$ cat src/design/nps_pkg.sv
// Shared types and constants for the nearest-points selector.
`timescale 1ns / 1ps
`default_nettype none
package nps_pkg;

  // Field widths
  localparam int COORD_W        = 16;
  localparam int ABS_W          = 16;
  localparam int SQ_W           = 32;
  localparam int DIST_W         = 36;
  localparam int RANK_W         = 5;
  localparam int IN_TDATA_W     = 48;
  localparam int OUT_TDATA_W    = 56;
  localparam int CFG_ADDR_W     = 2;
  localparam int CFG_DATA_W     = 16;

  // Defaults for top-level parameters
  localparam int KEEP_COUNT_DEF = 32;
  localparam int FIFO_DEPTH_DEF = 4;

  // Register indexes
  localparam logic [CFG_ADDR_W-1:0] REG_CAMERA_X = 2'd0;
  localparam logic [CFG_ADDR_W-1:0] REG_CAMERA_Y = 2'd1;
  localparam logic [CFG_ADDR_W-1:0] REG_CAMERA_Z = 2'd2;

  typedef struct packed {
    logic signed [COORD_W-1:0] z;
    logic signed [COORD_W-1:0] y;
    logic signed [COORD_W-1:0] x;
  } point_t;

  // Classified item handed from front to back
  typedef struct packed {
    point_t             pt;
    logic               last;
    logic [DIST_W-1:0]  distance;
  } item_t;

endpackage
`default_nettype wire

$ cat src/design/nps_fifo.sv
// Short queue between front and back ends.
`timescale 1ns / 1ps
`default_nettype none
module nps_fifo #(
  parameter int DEPTH = nps_pkg::FIFO_DEPTH_DEF
) (
  input  wire logic           clk,
  input  wire logic           rst,
  input  wire logic           push,
  input  wire nps_pkg::item_t wr_item,
  output logic                full,
  input  wire logic           pop,
  output nps_pkg::item_t      rd_item,
  output logic                valid
);
  import nps_pkg::*;

  localparam int AW = (DEPTH > 1) ? $clog2(DEPTH) : 1;
  localparam int CW = $clog2(DEPTH + 1);

  item_t            mem [DEPTH];
  logic [AW-1:0]    wptr, rptr;
  logic [CW-1:0]    cnt;
  logic             do_push, do_pop;

  assign full    = (cnt == CW'(DEPTH));
  assign valid   = (cnt != '0);
  assign do_push = push && !full;
  assign do_pop  = pop && valid;
  assign rd_item = mem[rptr];

  always_ff @(posedge clk) begin
    if (do_push) mem[wptr] <= wr_item;
  end

  // Pointers and fill count
  always_ff @(posedge clk) begin
    if (rst) begin
      wptr <= '0;
      rptr <= '0;
      cnt  <= '0;
    end else begin
      if (do_push) wptr <= (wptr == AW'(DEPTH - 1)) ? '0 : wptr + 1'b1;
      if (do_pop)  rptr <= (rptr == AW'(DEPTH - 1)) ? '0 : rptr + 1'b1;
      if (do_push && !do_pop)      cnt <= cnt + 1'b1;
      else if (do_pop && !do_push) cnt <= cnt - 1'b1;
    end
  end

endmodule
`default_nettype wire

$ cat config.mk
export PLATFORM = sky130hd
export DESIGN_NAME = nps_fifo
export DESIGN_NICKNAME = d
export VERILOG_FILES = /design/src/design/nps_pkg.sv /design/src/design/nps_fifo.sv
export SDC_FILE = /design/constraint.sdc
export NUM_CORES = 1
export LEC_CHECK = 0
export CAP_MARGIN = 5
export CORE_MARGIN = 1.5
export CORE_UTILIZATION = 25
export DETAILED_ROUTE_END_ITERATION = 8
export DONT_BUFFER_PORTS = 1
export PLACE_DENSITY_LB_ADDON = 0.05
export SYNTH_ARGS = -nofsm -noshare
export SYNTH_HDL_FRONTEND = slang
export SYNTH_SLANG_ARGS = --single-unit
$ cat constraint.sdc
create_clock -name clk -period 5.1 [get_ports clk]
set_clock_uncertainty 0.2 [all_clocks]
set_input_delay 1.53 -clock clk [delete_from_list [all_inputs] [get_ports clk]]
set_output_delay 1.53 -clock clk [all_outputs]
set_load 0.005 [all_outputs]
## Yosys cells after proc, flatten, opt, wreduce, memory -nomap -nowiden

Memories as Yosys holds them, arrays and structs flattened. A register that Yosys moved wholly into a read port is not among the register bits.
Index checks and enable logic that the tools add are counted.

- Register bits after elaboration: 7
- Bits in latches: 0
- Memory bits (writable): 340
- Bits in read-only memories: 0
- Bits of input ports: 89
- Output and inout bits: 87
- Logic and storage cells: 28
- Memories: 1

Memories:

| memory | words | bits a word | read ports | clocked after Yosys merged registers in | wr ports | line | RTL |
|---|---|---|---|---|---|---|---|
| mem | 4 | 85 | 1 | 1 | 1 | nps_fifo.sv:21 | `item_t mem [DEPTH];` |

- $add $sub $neg: 4
- Multipliers: 0
- Divide/modulo/power cells: 0
- Order comparisons: 0
- Equality and inequality tests: 3
- Shifts and indexed selects: 0
- Muxes and demuxes: 8
- Bitwise operators: 0
- Reduce and logical (&&, ||, !) cells: 9

Operators with widths:

| kind | count |
|---|---|
| $mux W2 | 4 |
| $mux W3 | 2 |
| $add A2 B1 Y2 const B | 2 |
| $eq A2 B2 Y1 const B | 2 |
| $logic_and A1 B1 Y1 | 4 |
| $add A3 B1 Y3 const B | 1 |
| $eq A3 B3 Y1 const B | 1 |
| $logic_not A1 Y1 | 3 |
| $reduce_bool A3 Y1 | 1 |
| $sub A3 B1 Y3 const B | 1 |
| $mux W1 | 2 |
| $reduce_bool A2 Y1 | 1 |

## Depth between registers and ports, before layout

- Depth after elaboration: 7
- Depth in mapped cells: 10
- Gate-level depth less buffers: 9

## Least setup slack after synthesis

Ideal clock, no wire load.

- Path type: input to register
- Start point: input push
- End point: memory mem[3][0] (netlist name), enable pin
- Library setup time: 0.453 ns
- Arrival: 3.558 ns
- Required time: 4.447 ns
- Slack: 0.889 ns
- Cell stages on the path: 1
- Path buffers: 0
- Cells stage by stage: and3_1

- Longest elaborated chain between the ends: 3

RTL lines:

| element | line | RTL |
|---|---|---|
| start, declared | nps_fifo.sv:9 | `input wire logic push,` |
| $logic_and A1 B1 Y1 | nps_fifo.sv:28 | `assign do_push = push && !full;` |
| $mux W1 | nps_fifo.sv:33 | `if (do_push) mem[wptr] <= wr_item;` |
| $mux W1 (implied by the code) | nps_fifo.sv:33 |  |
| end, declared | nps_fifo.sv:21 |  |

No other way between the ends.

==> run summary <==
# rows: 82
Post-Synth XOR/XNOR Area: 0.137%
max-slew violation count: 0
asr flop ratio synth: 0%
Post-Layout Inst Area: 0.0149 mm2
Num CTS Buffers: 42
# clock sinks: 349
Final Total Pwr: 7.57 mW
vias per cell: 4.15
later-pin clock latency in the skew report: 550 ps
Root Buffer: clkbuf_16
Commonest cells post-synth: edfxtp_1 (340), mux4_2 (85), dfxtp_1 (9)
critical path type: register to output pin
f_max: 253 MHz
H-tree Lvls: 2
Die Y: 229 um
worst stage delay on the critical path: 770 ps
synthesized-area fraction occupied by adder cells: 0.743%
RSZ-0062 raised after global routing: false
Via Count: 5099
Post-Synth Simple-Gate Area: 0.675%
Max clock buf depth: 3
initial core utilization: 25.4%
total grt overflow: 0
Hold Vio Cnt, Final: 0
Pre-Repair DR Iteration Count: 4
layout cell share with drive strength beyond 1: 28.9%
Worst setup SP type: register
Core Footprint: 0.0503 mm2
post-synth top area share: 79.8%
fin crit share: 77.6%
first-pass GRT wire length: 39900 um
DR WL/cell: 22.1 um
status: finished clean
PwrDens: 507 mW/mm2
sequential area share after synthesis: 81.2%
antenna viol nets, final: 0
synth unique cells: 26
Antenna diodes: 0
I/O pin total: 176
main combinational cell family by area after synthesis: multiplexers
post-DP HPWL: 15500 um
Post-synth EDFFs: 340
placed inst area: 0.0136 mm2
Synth Warn #: 0
final setup violation count: 0
Total GRT Usage: 10.6%
worst-path fanout max: 47
critical path's slowest cell: dfxtp_4
maxcap violations: 0
Placer Congestion: 0.677
Rel. slew slack: 43.7%
hold buffers post-CTS: 0
ys flop type: edfxtp_1
vias in the first global route: 5751
detailed-route wire length: 27200 um
Worst-Margin Slew: 844 ps
Cell Chain, Critical Path: buf_12 -> mux4_2
Fin Setup TNS: 0 ps
Max IR drop VDD: 0.000200 V
CP top delay family: flip-flops
Port Buf Inserts: 0
Mapped Area: 0.0128 mm2
Critical Path Sink Type: output pin
initial antenna violation count: 0
standby leakage power: 4.51 nW
Iter 0 DRT Violations: 267
Syn Inst Count: 494
Post-CTS Setup Inserts: 0
fin util: 29.7%
Compound-Gate Fraction of Synth Area: 0.352%
post-synthesis register bit count: 349
post-synth top area cell: edfxtp_1
mux cell area share after synthesis: 15.1%
WHS: 274 ps
synthesis-to-layout area growth: 16.7%
largest net degree at the start of global routing: 49
Hold Crit Class: register to register
Die W: 229 um
cts repair resizes: 0
syn nets: 590
CP Buf/Inv Count: 1
Crit path required time: 3370 ps
Post-layout nets: 623
Die Area: 0.0525 mm2
most numerous cell in the Yosys netlist: edfxtp_1
top cells by area, synth: edfxtp_1 (80%), mux4_2 (15%), dfxtp_1 (1.4%), buf_12 (0.94%), ha_1 (0.59%)
post-layout min period: 3960 ps
CP arrival: 2230 ps
CTS tree: done
Avg Cell Area, Syn: 25.9 um2
# DRC: 0
clk slew on worst S/H paths: 60 ps
kinds of logic (layout without fill, tap and decap cells):
logic type	Yosys count	count (layout)
compound gates	7	7
xor+xnor	2	2
fa+ha+maj	7	7
buf+inv	26	90
flops	349	349
mux	87	87
simple gates	16	16
layer usage:
metal | part of all wire [%] | GRT usage [%] | up-vias
li1 | - | - | 2200
met1 | 40 | 12.3 | 2708
met2 | 48 | 16.9 | 143
met3 | 9.3 | 4.81 | 48
met4 | 2.8 | 4.32 | 0
met5 | 0 | 0 | -
worst reg2reg max path, cell delays in order (launching register included):
cell and delay, ps:
dfxtp_1 360, o31ai_1 560, ha_1 310, inv_1 60, fa_1 380, xor2_1 180
or3_1 310, a21oi_1 150
final cells by class:
class                      count  area [um2]
tap                          672         841
fill                        4888       35300
clock inverter                19         171
timing repair buffer          10         150
sequential                   349       10400
multi-input combinational    119        2200
inverter                       5        18.8
clock buffer                  56        1150
power by group:
| part | total, mW | internal (mW) | switching (mW) | leakage, nW |
|---|---|---|---|---|
| combinational | 1.12 | 0.516 | 0.600 | 0.667 |
| clock | 2.86 | 1.74 | 1.13 | 0.649 |
| sequential | 3.59 | 3.47 | 0.118 | 3.19 |
| total | 7.57 | 5.73 | 1.84 | 4.51 |
stage by stage:
stage          cells  worst slack (ps)
5_1_grt         1230               946
4_1_cts         1230              1010
2_1_floorplan    494               889
6_report        1230              1140
3_5_place_dp    1155              1610
3_3_place_gp    1155              1630
cell usage in the layout, fill, tap and decap left out, drive strengths merged, types with 3 or more instances in the layout:
cell | Yosys | layout
bufinv | 0 | 3
ha | 6 | 6
nor2 | 4 | 4
dfxtp | 9 | 9
clkinv | 0 | 13
a21oi | 3 | 3
mux4 | 85 | 85
edfxtp | 340 | 340
inv | 5 | 7
clkbuf | 1 | 56
buf | 20 | 10
or3 | 3 | 3
and3 | 4 | 4
worst paths after layout:
| path | end | cells after the start | start | slack, ps |
|---|---|---|---|---|
| worst max-delay path | rd_item[80] | 2 | register | 1140 |
| worst min-delay path | register | 2 | rptr[0] | 270 |
| worst max register to register | cnt[2] | 7 | cnt[0] | 2510 |
| worst min register to register | register | 2 | rptr[0] | 270 |
sequential cells by signal, indices dropped and copies added (netlist names), named ones only:
signal  flops
mem       340
rptr        2
cnt         3
wptr        2
Power figures use the tool's default switching activity.
