## config.mk

```make
export PLATFORM = sky130hd
export DESIGN_NAME = nps_front
export DESIGN_NICKNAME = d
export VERILOG_FILES = /design/src/design/nps_pkg.sv /design/src/design/nps_front.sv
export SDC_FILE = /design/constraint.sdc
export NUM_CORES = 2
export LEC_CHECK = 0
export BUFFER_PORTS_ARGS = -buffer_cell sky130_fd_sc_hd__buf_2
export CAP_MARGIN = 20
export CELL_PAD_IN_SITES_DETAIL_PLACEMENT = 1
export CELL_PAD_IN_SITES_GLOBAL_PLACEMENT = 2
export CORE_MARGIN = 2
export CORE_UTILIZATION = 42
export DETAILED_ROUTE_END_ITERATION = 10
export PLACE_DENSITY = 0.83
export SKIP_LAST_GASP = 1
export SLEW_MARGIN = 20
export SYNTH_ARGS = -nofsm -noshare
export SYNTH_HDL_FRONTEND = slang
export SYNTH_SLANG_ARGS = --single-unit
```

## constraint.sdc

```tcl
create_clock -name clk -period 18.8 [get_ports clk]
set_clock_uncertainty 0.15 [all_clocks]
set_input_delay 3.76 -clock clk [delete_from_list [all_inputs] [get_ports clk]]
set_output_delay 3.76 -clock clk [all_outputs]
set_load 0.01 [all_outputs]
```

## src/design/nps_pkg.sv

```systemverilog
// Shared types and constants for the nearest-points selector.
`timescale 1ns / 1ps
`default_nettype none
package nps_pkg;

  // Field widths
  localparam int COORD_W        = 16;
  localparam int ABS_W          = 16;
  localparam int SQ_W           = 32;
  localparam int DIST_W         = 36;
  localparam int RANK_W         = 5;
  localparam int IN_TDATA_W     = 48;
  localparam int OUT_TDATA_W    = 56;
  localparam int CFG_ADDR_W     = 2;
  localparam int CFG_DATA_W     = 16;

  // Defaults for top-level parameters
  localparam int KEEP_COUNT_DEF = 32;
  localparam int FIFO_DEPTH_DEF = 4;

  // Register indexes
  localparam logic [CFG_ADDR_W-1:0] REG_CAMERA_X = 2'd0;
  localparam logic [CFG_ADDR_W-1:0] REG_CAMERA_Y = 2'd1;
  localparam logic [CFG_ADDR_W-1:0] REG_CAMERA_Z = 2'd2;

  typedef struct packed {
    logic signed [COORD_W-1:0] z;
    logic signed [COORD_W-1:0] y;
    logic signed [COORD_W-1:0] x;
  } point_t;

  // Classified item handed from front to back
  typedef struct packed {
    point_t             pt;
    logic               last;
    logic [DIST_W-1:0]  distance;
  } item_t;

endpackage
`default_nettype wire

```

## src/design/nps_front.sv

```systemverilog
// Front end: takes points, holds the camera registers, computes squared distance.
`timescale 1ns / 1ps
`default_nettype none
module nps_front (
  input  wire logic                            clk,
  input  wire logic                            rst,
  input  wire logic                            cfg_we,
  input  wire logic [nps_pkg::CFG_ADDR_W-1:0]  cfg_addr,
  input  wire logic [nps_pkg::CFG_DATA_W-1:0]  cfg_data,
  input  wire logic                            s_tvalid,
  output logic                                 s_tready,
  input  wire logic [nps_pkg::IN_TDATA_W-1:0]  s_tdata,
  input  wire logic                            s_tlast,
  output logic                                 push,
  output nps_pkg::item_t                       item,
  input  wire logic                            full
);
  import nps_pkg::*;

  point_t                     camera;
  logic                       v1, v2;
  point_t                     p1, p2;
  logic                       l1, l2;
  logic [ABS_W-1:0]           ax, ay, az;
  logic [SQ_W-1:0]            sqx, sqy, sqz;
  logic                       load1, load2, adv2;
  logic signed [COORD_W:0]    dx, dy, dz;
  point_t                     pin;

  // Camera registers
  always_ff @(posedge clk) begin
    if (rst) begin
      camera <= '0;
    end else if (cfg_we) begin
      unique case (cfg_addr)
        REG_CAMERA_X: camera.x <= cfg_data;
        REG_CAMERA_Y: camera.y <= cfg_data;
        REG_CAMERA_Z: camera.z <= cfg_data;
        default: ;
      endcase
    end
  end

  // Pipeline control: stage 2 drains into the queue when it has room
  assign adv2     = v2 && !full;
  assign load2    = v1 && (!v2 || adv2);
  assign s_tready = !v1 || load2;
  assign load1    = s_tvalid && s_tready;

  always_ff @(posedge clk) begin
    if (rst) begin
      v1 <= 1'b0;
      v2 <= 1'b0;
    end else begin
      if (load1)      v1 <= 1'b1;
      else if (load2) v1 <= 1'b0;
      if (load2)      v2 <= 1'b1;
      else if (adv2)  v2 <= 1'b0;
    end
  end

  // Stage 1: coordinate differences, kept as magnitudes
  assign pin = point_t'(s_tdata);
  assign dx  = {pin.x[COORD_W-1], pin.x} - {camera.x[COORD_W-1], camera.x};
  assign dy  = {pin.y[COORD_W-1], pin.y} - {camera.y[COORD_W-1], camera.y};
  assign dz  = {pin.z[COORD_W-1], pin.z} - {camera.z[COORD_W-1], camera.z};

  always_ff @(posedge clk) begin
    if (load1) begin
      p1 <= pin;
      l1 <= s_tlast;
      ax <= dx[COORD_W] ? ABS_W'(-dx) : ABS_W'(dx);
      ay <= dy[COORD_W] ? ABS_W'(-dy) : ABS_W'(dy);
      az <= dz[COORD_W] ? ABS_W'(-dz) : ABS_W'(dz);
    end
  end

  // Stage 2: squares
  always_ff @(posedge clk) begin
    if (load2) begin
      p2  <= p1;
      l2  <= l1;
      sqx <= ax * ax;
      sqy <= ay * ay;
      sqz <= az * az;
    end
  end

  // Sum of squares goes straight into the queue
  assign push          = adv2;
  assign item.pt       = p2;
  assign item.last     = l2;
  assign item.distance = DIST_W'(sqx) + DIST_W'(sqy) + DIST_W'(sqz);

endmodule
`default_nettype wire

```

Word level (Yosys, flattened, before mapping)
Index checks and enable logic that the tools add are counted.

Register bits after elaboration: 292. Output and inout port bits: 87. Word-level logic and storage cells: 53.

Add/subtract/negate cells: 8. $mul: 3. Eq/ne operators: 2. Multiplexer cells: 7. Reduce and logical (&&, ||, !) cells: 14.

Operators by type and width (number): $mul 16x16->32 (3); $sub 16x16->17 (3); $mux 16 (3); $neg 16->16 (3); $add 33x32->34 (1); $add 32x32->33 (1); $reduce_and 2->1 (3); $mux 1 (4); $reduce_bool 2->1 (2); $logic_and 1x1->1 (3); $logic_not 1->1 (3); $eq 2x1->1 const B (1); $eq 2x2->1 const B (1); $logic_not 2->1 (1); $logic_or 1x1->1 (2).

Longest topological paths before layout
Depth in word-level cells: 7. Depth in mapped cells: 25.

Least setup slack after synthesis
OpenSTA, ideal clock, no wires.

Kind: input to register. Start point: in full. End point: reg p2 (netlist bit item[37]) (enable). Library setup time: 859 ps. Arrival time: 14015 ps. Required time: 17791 ps. Path slack: 3776 ps. Cell stages on the path: 1. Cell sequence: a21boi_0.

Cells in the longest elaborated chain, start to end: 4.

RTL lines: from (decl) (line nps_front.sv:16) `input wire logic full`; $logic_not 1->1 (line nps_front.sv:45) `assign adv2 = v2 && !full;`; $logic_and 1x1->1 (line nps_front.sv:45); $logic_or 1x1->1 (line nps_front.sv:46) `assign load2 = v1 && (!v2 || adv2);`; $logic_and 1x1->1 (line nps_front.sv:46); to (signal assigned) (line nps_front.sv:81) `p2 <= p1;`; to (decl) (line nps_front.sv:22) `point_t p1, p2;`.

Every way passes these cells. A chain may end at the register's enable or synchronous reset.

==> flow_summary.yaml <==
global_routing:
  overflow: 0
  initial_antenna_violation_count: 2
  number_of_global_route_vias_before_repair: 27600
  gr-usage-all-layers_pct: 21.2
  grt_first_pass_wirelength_um: 149000
  grt_max_degree: 66
yosys:
  yosysSeqAreaShare_pct: 22.6
  yosysWarnings: 0
  syn-instance-count: 3726
  yosys_most_used_dff: "edfxtp_1"
  ys_ff_latch: 289
  synth-edff-count: 239
  syn_avg_cell_area_um2: 9.72
  synth_area_um2: 36200
  share_of_synthesized_registers_carrying_an_async_set_or_reset_pct: 0
  synth.distinct_cells: 72
drt:
  routed_via_density: 5.05
  initialDrtViolationCount: 1012
  drtAntennaViolNets: 0
  detailedRoute.firstPassIterationCount: 5
  num_vias: 25300
  drt_wl_total_um: 92600
  route.detailed.wl_per_inst_um: 18.4
  residual_drc_count: 0
clocking:
  clock-sinks: 289
  ctsHoldBuffers: 0
  cts_tree: "done"
  cts_max_path_buffers: 3
  cts_max_level: 2
  clkSlewWorstSetupHoldPaths_ns: 0.06
  postCtsResizedCells: 0
  cts_root_buf: "clkbuf_16"
  cts_post_setup_buffers_inserted: 0
  clock_latency_ns: 0.56
  numCtsBuffers: 36
final_layout:
  n_antenna_cell: 0
  post_route_cells_drive_above_1_share_pct: 6.89
  area_growth_syn_to_layout_pct: 8.90
  layout.nets: 4829
sta:
  finalSetupViolations: 0
  rsz0062_at_grt: "false"
  max_slew.worst_pin.slew_ns: 1.01
  layout_min_cycle_time_ns: 8.22
  maxClockFrequency_mhz: 122
  tns_ns: 0
  slew_headroom_pct: 31.8
  layout_worst_path_cycle_share_pct: 43.7
  hold_viol: 0
  timing_max_transition_violations_final: 0
floorplanning:
  placement_rows: 107
  initial_utilization_pct: 42.5
  design.portCount: 159
  fp.dieArea_um2: 88600
  die_w_um: 298
  coreArea_um2: 85300
  die_h_um: 298
critical_path:
  worstSetupPathType: "register to output pin"
  required_ns: 14.89
  max_fanout_on_critical_path: 5
  crit_path_start_kind: "register"
  crit_path_end_kind: "output pin"
  reg2reg_slack_ns: 11.13
  crit_arrival_ns: 4.31
placed_design:
  gp_congestion: 0.835
  place_hpwl_um: 77300
  port_buffers: 156
hold_path:
  hold_path_class: "register to register"
run_status:
  outcome: "complete, no violations"
flow_run:
  maxCapViolCount: 0
-- stage by stage --
stage	instances	setup WS [ns]	utilization, %	area (µm²)	hold WS, ns
floorplan	3730	3.78	-	36200	0.250
global placement	4957	10.71	44.8	38200	0.251
detailed placement	4957	10.71	44.8	38200	0.255
CTS	5021	10.43	46.2	39400	0.264
global route	5021	10.14	46.2	39400	0.275
finish	5021	10.58	46.2	39400	0.266
-- final timing paths --
path / start / endpoint / cells past startpoint
worst max register to register: ay[3] / sqy[28] / 22
worst min register to register: p1[14] / item[51] / 0
worst max-delay path: sqx[10] / item[33] / 12
worst min-delay path: p1[14] / item[51] / 0
-- final cells by class --
type,instances,area (µm²)
Clock buffer,45,975
Inverter,835,3130
Fill cell,9670,45800
Multi-Input combinational cell,2517,24600
Tap cell,1144,1430
Sequential cell,289,8180
Clock inverter,19,211
Timing Repair Buffer,172,901
-- flip-flops by register name (all words and copies together), names as in the netlist --
name,count
camera,48
l2,1
p1,48
l1,1
v2,1
az,16
v1,1
sqy,31
item,48
sqx,31
ay,16
ax,16
sqz,31
-- cell usage in the layout, fill, tap and decap left out, types with 9 or more instances in the layout --
cell and count:
inv_1 835, fa_1 521, nand2_1 392, ha_1 385, edfxtp_1 239, a21oi_1 198, buf_2 156, nor2_1 151
xnor2_1 132, and2_1 131, xor2_1 70, o21ai_0 65, a21o_1 64, dfxtp_1 50, nor3_1 37, clkbuf_16 36
nor2b_1 27, o21a_1 27, nand3_1 26, o21bai_1 22, a31oi_1 22, nand2b_1 21, and3_1 20, a211oi_1 16
buf_4 16, o31ai_1 13, or2_2 11, o211ai_1 11, nor4_1 11, a31o_2 10, or3_1 10, nand4_1 9
-- metal layers --
metal	share of wire (%)	vias to the layer above	GRT usage [%]
met3	3.4	102	2.78
met4	2.3	4	4.68
met5	0.028	-	0
met1	46	12800	28.3
li1	-	12100	-
met2	49	348	36.6
-- synthesized netlist by cell type (all sizes together) (21+ instances only) --
cell type | number | area [µm²]
inv | 835 | 3130
fa | 521 | 10400
nand2 | 392 | 1470
ha | 385 | 4820
edfxtp | 239 | 7180
a21oi | 199 | 996
nor2 | 151 | 567
and2 | 133 | 832
xnor2 | 132 | 1160
clkbuf | 84 | 315
xor2 | 70 | 613
o21ai | 65 | 325
a21o | 64 | 480
dfxtp | 50 | 1000
nor3 | 37 | 185
nand3 | 27 | 140
nor2b | 27 | 169
o21a | 27 | 203
a31oi | 23 | 144
o21bai | 22 | 165
nand2b | 21 | 131
-- cells by family after synthesis --
kind of cell	share of synthesized area, %
buffers and inverters	9.61
adders and majority gates	42.1
and+or+nand+nor	11.6
AOI/OAI and AO/OA	8.98
DFF	22.6
xor gates and xnor gates	4.88
muxes	0.269
other	0.0104
-- critical path: stages, from the launching register on --
cell,delay (ns)
edfxtp_1,0.40
fa_1,0.49
ha_1,0.35
a21o_1,0.21
o21bai_1,0.15
a21oi_1,0.22
nor4b_1,0.36
a211oi_1,0.22
nor2_1,0.40
o31ai_1,0.17
o41ai_1,0.46
o21ai_0,0.17
buf_2,0.16
Power is left out: the tool's default activity adds up to more than one toggle a clock period on the data nets, which glitch-free logic cannot reach.
